File: config.mk
export PLATFORM = sky130hd
export DESIGN_NAME = rs_div
export DESIGN_NICKNAME = d
export VERILOG_FILES = /design/src/rtl/rs_pkg.sv /design/src/rtl/rs_div.sv
export SDC_FILE = /design/constraint.sdc
export NUM_CORES = 1
export LEC_CHECK = 0
export ABC_AREA = 1
export BUFFER_PORTS_ARGS = -buffer_cell sky130_fd_sc_hd__buf_2
export CAP_MARGIN = 20
export CORE_AREA = 2 2 136 138
export DETAILED_ROUTE_END_ITERATION = 8
export DIE_AREA = 0 0 138 140
export PLACE_DENSITY = 0.58
export SYNTH_ARGS = -nofsm -noshare
export SYNTH_HDL_FRONTEND = slang
export SYNTH_SLANG_ARGS = --single-unit
File: constraint.sdc
create_clock -name i_clk -period 2.2 [get_ports i_clk]
set_input_delay 0.22 -clock i_clk [delete_from_list [all_inputs] [get_ports i_clk]]
set_output_delay 0.22 -clock i_clk [all_outputs]
set_load 0.01 [all_outputs]
File: src/rtl/rs_pkg.sv
`timescale 1ns / 1ps
// shared constants, item codes and interface structs for the reservoir sampler
package rs_pkg;

    localparam int MAX_SAMPLES = 1024;
    localparam int ADDR_W      = $clog2(MAX_SAMPLES);
    localparam int SIZE_W      = 11;
    localparam int VALUE_W     = 64;
    localparam int SEEN_W      = 32;
    localparam int RIDX_W      = 10;
    localparam int DIV_W       = SEEN_W + 1;
    localparam int STEP_W      = $clog2(SEEN_W);

    localparam logic [1:0] KIND_ADD   = 2'd0;
    localparam logic [1:0] KIND_READ  = 2'd1;
    localparam logic [1:0] KIND_CLEAR = 2'd2;
    localparam logic [1:0] KIND_NOP   = 2'd3;

    typedef struct packed {
        logic               start;
        logic [SEEN_W-1:0]  dividend;
        logic [DIV_W-1:0]   divisor;
    } t_div_req;

    typedef struct packed {
        logic               busy;
        logic               done;
        logic [DIV_W-1:0]   rem;
    } t_div_rsp;

    typedef struct packed {
        logic               we;
        logic [ADDR_W-1:0]  waddr;
        logic [VALUE_W-1:0] wdata;
        logic               re;
        logic [ADDR_W-1:0]  raddr;
    } t_mem_req;

endpackage

File: src/rtl/rs_div.sv
`timescale 1ns / 1ps
// restoring divider, one quotient bit per cycle, returns the remainder
module rs_div (
    input  logic             i_clk,
    input  logic             i_rst_n,
    input  rs_pkg::t_div_req i_req,
    output rs_pkg::t_div_rsp o_rsp
);
    import rs_pkg::*;

    logic              r_busy;
    logic              r_done;
    logic [STEP_W-1:0] r_step;
    logic [DIV_W-1:0]  r_rem;
    logic [SEEN_W-1:0] r_dvd;
    logic [DIV_W-1:0]  r_dvs;

    logic [DIV_W:0]    trial;
    logic              fits;

    // remainder stays below the divisor, so one extra bit holds the shifted value
    assign trial = {r_rem, r_dvd[SEEN_W-1]};
    assign fits  = trial >= {1'b0, r_dvs};

    always_ff @(posedge i_clk) begin
        if (!i_rst_n) begin
            r_busy <= 1'b0;
            r_done <= 1'b0;
            r_step <= '0;
        end else begin
            r_done <= 1'b0;
            if (i_req.start) begin
                r_busy <= 1'b1;
                r_step <= '0;
            end else if (r_busy) begin
                r_step <= r_step + 1'b1;
                if (r_step == STEP_W'(SEEN_W - 1)) begin
                    r_busy <= 1'b0;
                    r_done <= 1'b1;
                end
            end
        end
    end

    always_ff @(posedge i_clk) begin
        if (i_req.start) begin
            r_rem <= '0;
            r_dvd <= i_req.dividend;
            r_dvs <= i_req.divisor;
        end else if (r_busy) begin
            r_rem <= fits ? DIV_W'(trial - {1'b0, r_dvs}) : trial[DIV_W-1:0];
            r_dvd <= {r_dvd[SEEN_W-2:0], 1'b0};
        end
    end

    assign o_rsp.busy = r_busy;
    assign o_rsp.done = r_done;
    assign o_rsp.rem  = r_rem;

endmodule

## After elaboration in Yosys (flattened, before gate mapping)

Index checks and enable logic that the tools add are counted.

| operators by class | value |
|---|---|
| reduce and logical (&&, ||, !) cells | 3 |
| multiplexer cells | 7 |
| add/sub/neg operators | 2 |
| magnitude comparators | 1 |
| bitwise operators | 2 |
| equal/unequal tests | 1 |

Operators with widths:

| cell | number |
|---|---|
| $mux W32 | 2 |
| $ge A34 B33 Y1 | 1 |
| $mux W33 | 1 |
| $sub A33 B33 Y33 | 1 |
| $add A5 B1 Y5 const B | 1 |
| $eq A5 B5 Y1 const B | 1 |
| $mux W1 | 4 |
| $reduce_or A3 Y1 | 1 |
| $not A1 Y1 | 2 |
| $reduce_bool A2 Y1 | 1 |
| $reduce_or A2 Y1 | 1 |

| word-level totals | value |
|---|---|
| word-level logic and storage cells | 22 |
| output and inout bits | 35 |
| input port bits | 68 |
| flip-flop bits (word level) | 105 |

## Longest topological paths before layout

Gate-level depths: netlist of run 1.

| logic depth | value |
|---|---|
| word-level depth | 4 |
| mapped depth | 17 |
| depth with buffers taken out | 16 |

## Worst setup path before layout of run 1

OpenSTA, ideal clock, no wires.

| timing path | value |
|---|---|
| path kind | flip-flop to flip-flop |
| start | register r_busy |
| end | register r_dvd[0] (enable) |
| arrival | 1.975 ns |
| path slack | -0.184 ns |
| period minus slack after synthesis | 2.384 ns |
| stages on the path, launching flop included | 5 |
| required time | 1.791 ns |
| buffers on the path | 2 |
| library setup time | 0.409 ns |
| path through | dfxtp_1 > clkbuf_1 > nor2_1 > inv_1 > clkbuf_1 |

| between the ends | value |
|---|---|
| cells in the longest elaborated chain, start to end | 1 |

RTL lines:

| what | RTL line | text |
|---|---|---|
| start, declared | rs_div.sv:11 | `logic r_busy;` |
| start signal, assigned | rs_div.sv:27 | `r_busy <= 1'b0;` |
| start signal, assigned | rs_div.sv:33 | `r_busy <= 1'b1;` |
| start signal, assigned | rs_div.sv:38 | `r_busy <= 1'b0;` |
| $reduce_bool A2 Y1 (no source line) | -- |  |
| end signal, assigned | rs_div.sv:48 | `r_dvd <= i_req.dividend;` |
| end signal, assigned | rs_div.sv:52 | `r_dvd <= {r_dvd[SEEN_W-2:0], 1'b0};` |
| end, declared | rs_div.sv:15 | `logic [SEEN_W-1:0] r_dvd;` |

No other way between the ends.
A chain may end at the register's enable or synchronous reset.

## Worst setup path in the final report of run 1

| timing path | value |
|---|---|
| start | register r_dvd[31] |
| end | register r_rem[12] |

| between the ends | value |
|---|---|
| cells in the longest elaborated chain, start to end | 2 |
| elaborated cells between the ends (all ways) | 3 |
| classes of those cells | add/sub: 1; order compare: 1; mux: 1 |

RTL lines:

| what | RTL line | text |
|---|---|---|
| $sub A33 B33 Y33 / $ge A34 B33 Y1 (equally long branches) | rs_div.sv:51, rs_div.sv:23 |  |
| $mux W33 (*) | rs_div.sv:51 | `r_rem <= fits ? DIV_W'(trial - {1'b0, r_dvs}) : trial[DIV_W-1:0];` |
| end signal, assigned | rs_div.sv:51 |  |
| end, declared | rs_div.sv:14 | `logic [DIV_W-1:0] r_rem;` |

Every way passes the cells marked *; elsewhere a longest branch is shown, timed or not.

==> results.yml, run 1 <==
drt:
  vias_per_cell: 4.779
  drc_errors: 0
  postRouteAntennaNets: 0
  dr.pass1.iters: 5
  routed_wl_um: 21270
  wl_per_cell_um: 14.69
  vias: 6920
  initialDrtViolationCount: 403
cells_and_area:
  diodes: 0
  nNetsFinal: 1318
  instances_no_fill: 1448
  area_growth_pct: 37.56
  n_fill_cell: 1803
  stdcell_area_um2: 9661
  final_common_cell: "nand2_1"
  layout_common_cells: "333 x nand2_1, 170 x inv_1, 102 x buf_2, 102 x buf_4, 67 x nand3_1"
  drive_gt1_frac: 0.3249
synthesis:
  yosysWarnings: 0
  synthArstFlopShare: 0
  synth-edff-count: 65
  synthCells: 1004
  synth_area_um2: 7023
  ys.flop_type: "edfxtp_1"
  synth_area_per_cell_um2: 6.995
  syn-num-nets: 1108
  ys_ff_latch: 105
  synth_cell_type_count: 38
  synth_seq_area_share: 0.3919
critical_path:
  crit_path_start_kind: "register"
  cpMostUsedCell: "nand2_2"
  critPathBufInv: 2
  cp.required_ns: 2.45
  worstSetupPathType: "reg -> reg"
  critPathCaptureType: "register"
  crit_chain: "inv_2 -> ha_4 -> inv_4 -> fa_2 -> nand2_2 -> nand2_2 -> nand3_2 -> nand2_2 -> nand2_1 -> nand2_2 -> xnor2_1 -> nand2_2 -> nand3_1 -> o21ai_1"
  cp.arrival_ns: 2.40
  max_stage_delay_ns: 0.41
  slowest_stage: "fa_2"
  cp_top_family: "simple AND/OR/NAND/NOR gates"
  critical_path_peak_fanout: 4
floorplan:
  initial_utilization: 0.3950
  coreArea_um2: 17780
  dieArea_um2: 19320
  ios: 103
  std_cell_rows: 49
  die_x_um: 138
  die_y_um: 140
pwr:
  vdd.ir_drop.worst_mv: 0.3699
  powerDensity_nw_per_um2: 481.2
  leakage_nw: 5.079
sta:
  setup_viol_count_final: 0
  min_period_ns: 2.144
  grt_setup_unrepaired: "yes"
  clock_skew_ns: 0.01236
  maxSlewViolCount: 0
  worstMarginPinSlew_ns: 0.5089
  slew-limit-headroom: 0.6607
  hold_viol_final: 0
  timing.final.crit_share: 0.9745
  max_clock_freq_mhz: 466.5
clocking:
  root_buffer: "clkbuf_16"
  clk_latency_ns: 0.37
  h-tree-depth: 3
  clk_pin_slew_ns: 0.08
  cts.path.max_buffers: 2
  tritoncts: "yes"
  clock_sinks: 105
  cts_made_buffers: 9
place:
  place_area_um2: 8464
  io_buffers: 102
  gp_congestion: 0.9212
  dp.cells: 1413
  hpwlAfterDp_um: 15510
flow_run:
  drv_cap: 0
global_routing:
  grt_most_used_layer: "met2"
  grt_usage: 0.2094
  grt.overflow.total: 0
  grt_use_met2: 0.3359
  grt_pass1_wl_um: 32620
  grt_use_met3: 0.04410
  antenna_found_initial: 0
  grt_pass1_vias: 6608
  use_met1: 0.2841
  grt_max_degree: 50
status:
  outcome: "finished clean"
min_path:
  hold_class: "in -> reg"
[synthesized netlist by cell type (5+ instances only)]
cell,instances,area share
a21oi_1,24,0.017
buf_2,5,0.0036
buf_6,5,0.0080
clkbuf_1,10,0.0053
dfxtp_1,40,0.11
edfxtp_1,65,0.28
ha_1,35,0.062
inv_1,179,0.096
inv_2,8,0.0043
nand2_1,386,0.21
nand3_1,93,0.066
nand3_2,5,0.0071
nand3b_1,11,0.012
nand4_1,8,0.0071
nor2_1,46,0.025
nor2_2,5,0.0045
nor3_1,10,0.0071
o21ai_1,17,0.012
xnor2_1,14,0.017
[state kept, by name, indices dropped and copies added, names as in the netlist]
signal / count
r_dvs: 33
r_step: 5
r_busy: 1
r_dvd: 32
r_rem: 33
r_done: 1
[path summary, 6_finish.rpt]
kind | slack, ns | end | start | cells past startpoint
min | 0.02 | r_dvs[17]$_DFFE_PP_ | i_req[17] | 1
max reg2reg | 0.06 | r_rem[12]$_SDFFE_PP0P_ | r_dvd[31]$_DFFE_PP_ | 14
min reg2reg | 0.46 | r_step[3]$_SDFFE_PP0P_ | r_step[3]$_SDFFE_PP0P_ | 2
max | 0.06 | r_rem[12]$_SDFFE_PP0P_ | r_dvd[31]$_DFFE_PP_ | 14
[where the power goes]
group          switching (mW)  total, mW  internal (mW)
Sequential             0.0371       2.26           2.22
Combinational           0.421      0.725          0.305
Clock                   0.862       1.66          0.803
[metal layers]
metal  wire, µm  share of wire
met1       9937           0.47
met2       9787           0.46
met3       1094          0.051
met4        448          0.021
met5          0              0
[cell type report]
| type | instances | area, µm² | share of cell area |
|---|---|---|---|
| Multi-Input combinational cell | 689 | 4033 | 0.4174 |
| Sequential cell | 105 | 2753 | 0.2849 |
| Timing Repair Buffer | 222 | 1590 | 0.1646 |
| Inverter | 187 | 704.4 | 0.07292 |
| Tap cell | 229 | 286.5 | 0.02966 |
| Clock buffer | 9 | 225.2 | 0.02331 |
| Clock inverter | 7 | 68.82 | 0.007123 |
[stage by stage]
stage	worst slack, ns	TNS, ns	hold slack, ns	util	total power, mW
4_1_cts	0.004591	0	0.01049	0.4983	4.597
2_1_floorplan	0.1531	0	0.3189	-	2.644
6_report	0.05619	0	0.01969	0.5434	4.649
3_3_place_gp	-0.1231	-2.716	0.3967	0.4761	2.920
3_5_place_dp	-0.2049	-5.269	0.3981	0.4761	2.925
5_1_grt	-0.06697	-0.6910	0.01440	0.5434	4.850
[repair_timing]
action | 4_1_cts | 5_1_grt
endpoints found under the setup margin | 33 | 33
hold buffers | 0 | 0
buffers inserted | 4 | 9
cloned | 0 | 6
gates resized for setup | 17 | 143
pin swaps | 3 | 38
[logic make-up after synthesis]
group / synth area share
buf+inv: 0.1211
simple gates: 0.3634
compound gates: 0.03955
xor+xnor: 0.01871
fa+ha+maj: 0.06521
flops: 0.3919
Power figures use the tool's default switching activity.
==> run 2: changes to the inputs <==
- CORE_AREA: 2 2 136 138 -> 2 2 119 121
- DIE_AREA: 0 0 138 140 -> 0 0 121 123
- PLACE_DENSITY: 0.58 -> 0.73
==> results.yml, run 2 (synthesis gave the netlist of run 1 again) <==
critical_path:
  cp.arrival_ns: 2.39
  cp.required_ns: 2.49
  worstSetupPathType: "reg -> reg"
  crit_chain: "inv_2 -> ha_4 -> nand2_1 -> nand2_2 -> a21oi_2 -> nand2_1 -> nand2_1 -> nand2_2 -> nor2_4 -> nand2_8 -> buf_12 -> nand2_1 -> nand3_2 -> o21ai_1"
  cp_top_family: "simple AND/OR/NAND/NOR gates"
  critPathBufInv: 2
  regToRegStartpoint: "r_dvs[23]$_DFFE_PP_"
  slowest_stage: "edfxtp_1"
  critical_path_peak_fanout: 7
  crit_path_start_kind: "register"
  startpoint: "r_dvs[23]$_DFFE_PP_"
  cpMostUsedCell: "nand2_1"
  critPathCaptureType: "register"
  max_stage_delay_ns: 0.40
cells_and_area:
  drive_gt1_frac: 0.2705
  layout_common_cells: "347 x nand2_1, 168 x inv_1, 102 x buf_2"
  diodes: 0
  stdcell_area_um2: 9032
  top_regs: "r_dvs (33), r_rem (33), r_dvd (32)"
  final_util: 0.6636
  final_common_cell: "nand2_1"
  area_growth_pct: 28.61
  nNetsFinal: 1260
drt:
  dr.pass1.iters: 4
  wl_per_cell_um: 14.58
  vias_per_cell: 4.978
  postRouteAntennaNets: 0
  vias: 6675
  initialDrtViolationCount: 437
  routed_wl_um: 19550
  drc_errors: 0
clocking:
  tritoncts: "yes"
  clk_pin_slew_ns: 0.08
  cts_made_buffers: 9
  hold_buffers: 0
  h-tree-depth: 3
  clock_sinks: 105
  cts.path.max_buffers: 2
  root_buffer: "clkbuf_16"
  clk_latency_ns: 0.36
place:
  io_buffers: 102
  hpwlAfterDp_um: 14310
  gp_congestion: 0.9680
  place_area_um2: 8068
floorplan:
  coreArea_um2: 13610
  die_x_um: 121
  die_y_um: 123
  initial_utilization: 0.5159
  ios: 103
  std_cell_rows: 43
  dieArea_um2: 14880
flow_run:
  drv_cap: 0
global_routing:
  grt_usage: 0.2586
  grt_pass1_vias: 6090
  antenna_found_initial: 0
  grt.overflow.total: 0
  grt_pass1_wl_um: 29730
  grt_max_degree: 52
sta:
  clock_skew_ns: 0.01105
  holdWs_ns: 0.02722
  setup_viol_count_final: 0
  timing.final.crit_share: 0.9541
  maxSlewViolCount: 0
  slew-limit-headroom: 0.6295
  hold_viol_final: 0
  min_period_ns: 2.099
  max_clock_freq_mhz: 476.4
  worstMarginPinSlew_ns: 0.5557
pwr:
  powerDensity_nw_per_um2: 505.4
  leakage_nw: 4.714
  fin_total_pwr_mw: 4.565
  vdd.ir_drop.worst_mv: 0.4570
min_path:
  hold_class: "in -> reg"
  holdCritStartpoint: "i_req[3]"
status:
  outcome: "finished clean"
## run 2: changes by cell type in the layout (fill, tap and decap cells not counted), moves of 3 or more
| cell | change |
|---|---|
| a21oi_1 | +3 |
| a21oi_2 | -3 |
| buf_4 | -51 |
| buf_6 | -3 |
| ha_1 | -10 |
| ha_2 | +3 |
| ha_4 | +7 |
| inv_2 | +4 |
| nand2_1 | +14 |
| nand2_2 | -15 |
| nand3_1 | +20 |
| nand3_2 | -18 |
## run 2: per-stage QoR
| step | setup slack (ns) | TNS, ns | instances |
|---|---|---|---|
| CTS | 0.005520 | 0 | 1334 |
| detailed placement | -0.08316 | -1.461 | 1316 |
| floorplan | 0.1531 | 0 | 1004 |
| global placement | -0.04158 | -0.2666 | 1316 |
| finish | 0.1010 | 0 | 1341 |
| global route | -0.04610 | -0.1660 | 1341 |
## run 2: layer usage
| metal | track usage | up-vias | part of all wire |
|---|---|---|---|
| met3 | 0.06365 | 24 | 0.063 |
| met1 | 0.3517 | 3047 | 0.46 |
| met4 | 0.07122 | 0 | 0.021 |
| met2 | 0.4122 | 175 | 0.46 |
| met5 | 0 | - | 0 |
| li1 | - | 3429 | - |
## run 2: cell type report
type | count | area [µm²]
Inverter | 187 | 701.9
Multi-Input combinational cell | 688 | 3940
Timing Repair Buffer | 165 | 1116
Sequential cell | 105 | 2755
Clock buffer | 9 | 225.2
Tap cell | 180 | 225.2
Fill cell | 1206 | 4579
Clock inverter | 7 | 68.82
## run 2: worst paths after layout
kind	slack [ns]	to	cells past startpoint
worst max-delay path	0.10	r_rem[19]$_SDFFE_PP0P_	14
worst min-delay path	0.03	r_dvs[3]$_DFFE_PP_	1
worst max register to register	0.10	r_rem[19]$_SDFFE_PP0P_	14
worst min register to register	0.47	r_step[4]$_SDFFE_PP0P_	2
## run 2: timing repair
action | 4_1_cts | 5_1_grt
pin swaps | 2 | 25
setup endpoints to repair | 33 | 33
buffers inserted | 1 | 5
gates cloned | 1 | 2
gates resized for setup | 5 | 118
## run 2: power by group
| group | switching [mW] | internal [mW] | total (mW) | leakage, nW |
|---|---|---|---|---|
| registers | 0.0374 | 2.22 | 2.26 | 0.976 |
| clock network | 0.833 | 0.804 | 1.64 | 0.145 |
| logic | 0.396 | 0.273 | 0.669 | 3.59 |
| total | 1.27 | 3.30 | 4.57 | 4.71 |
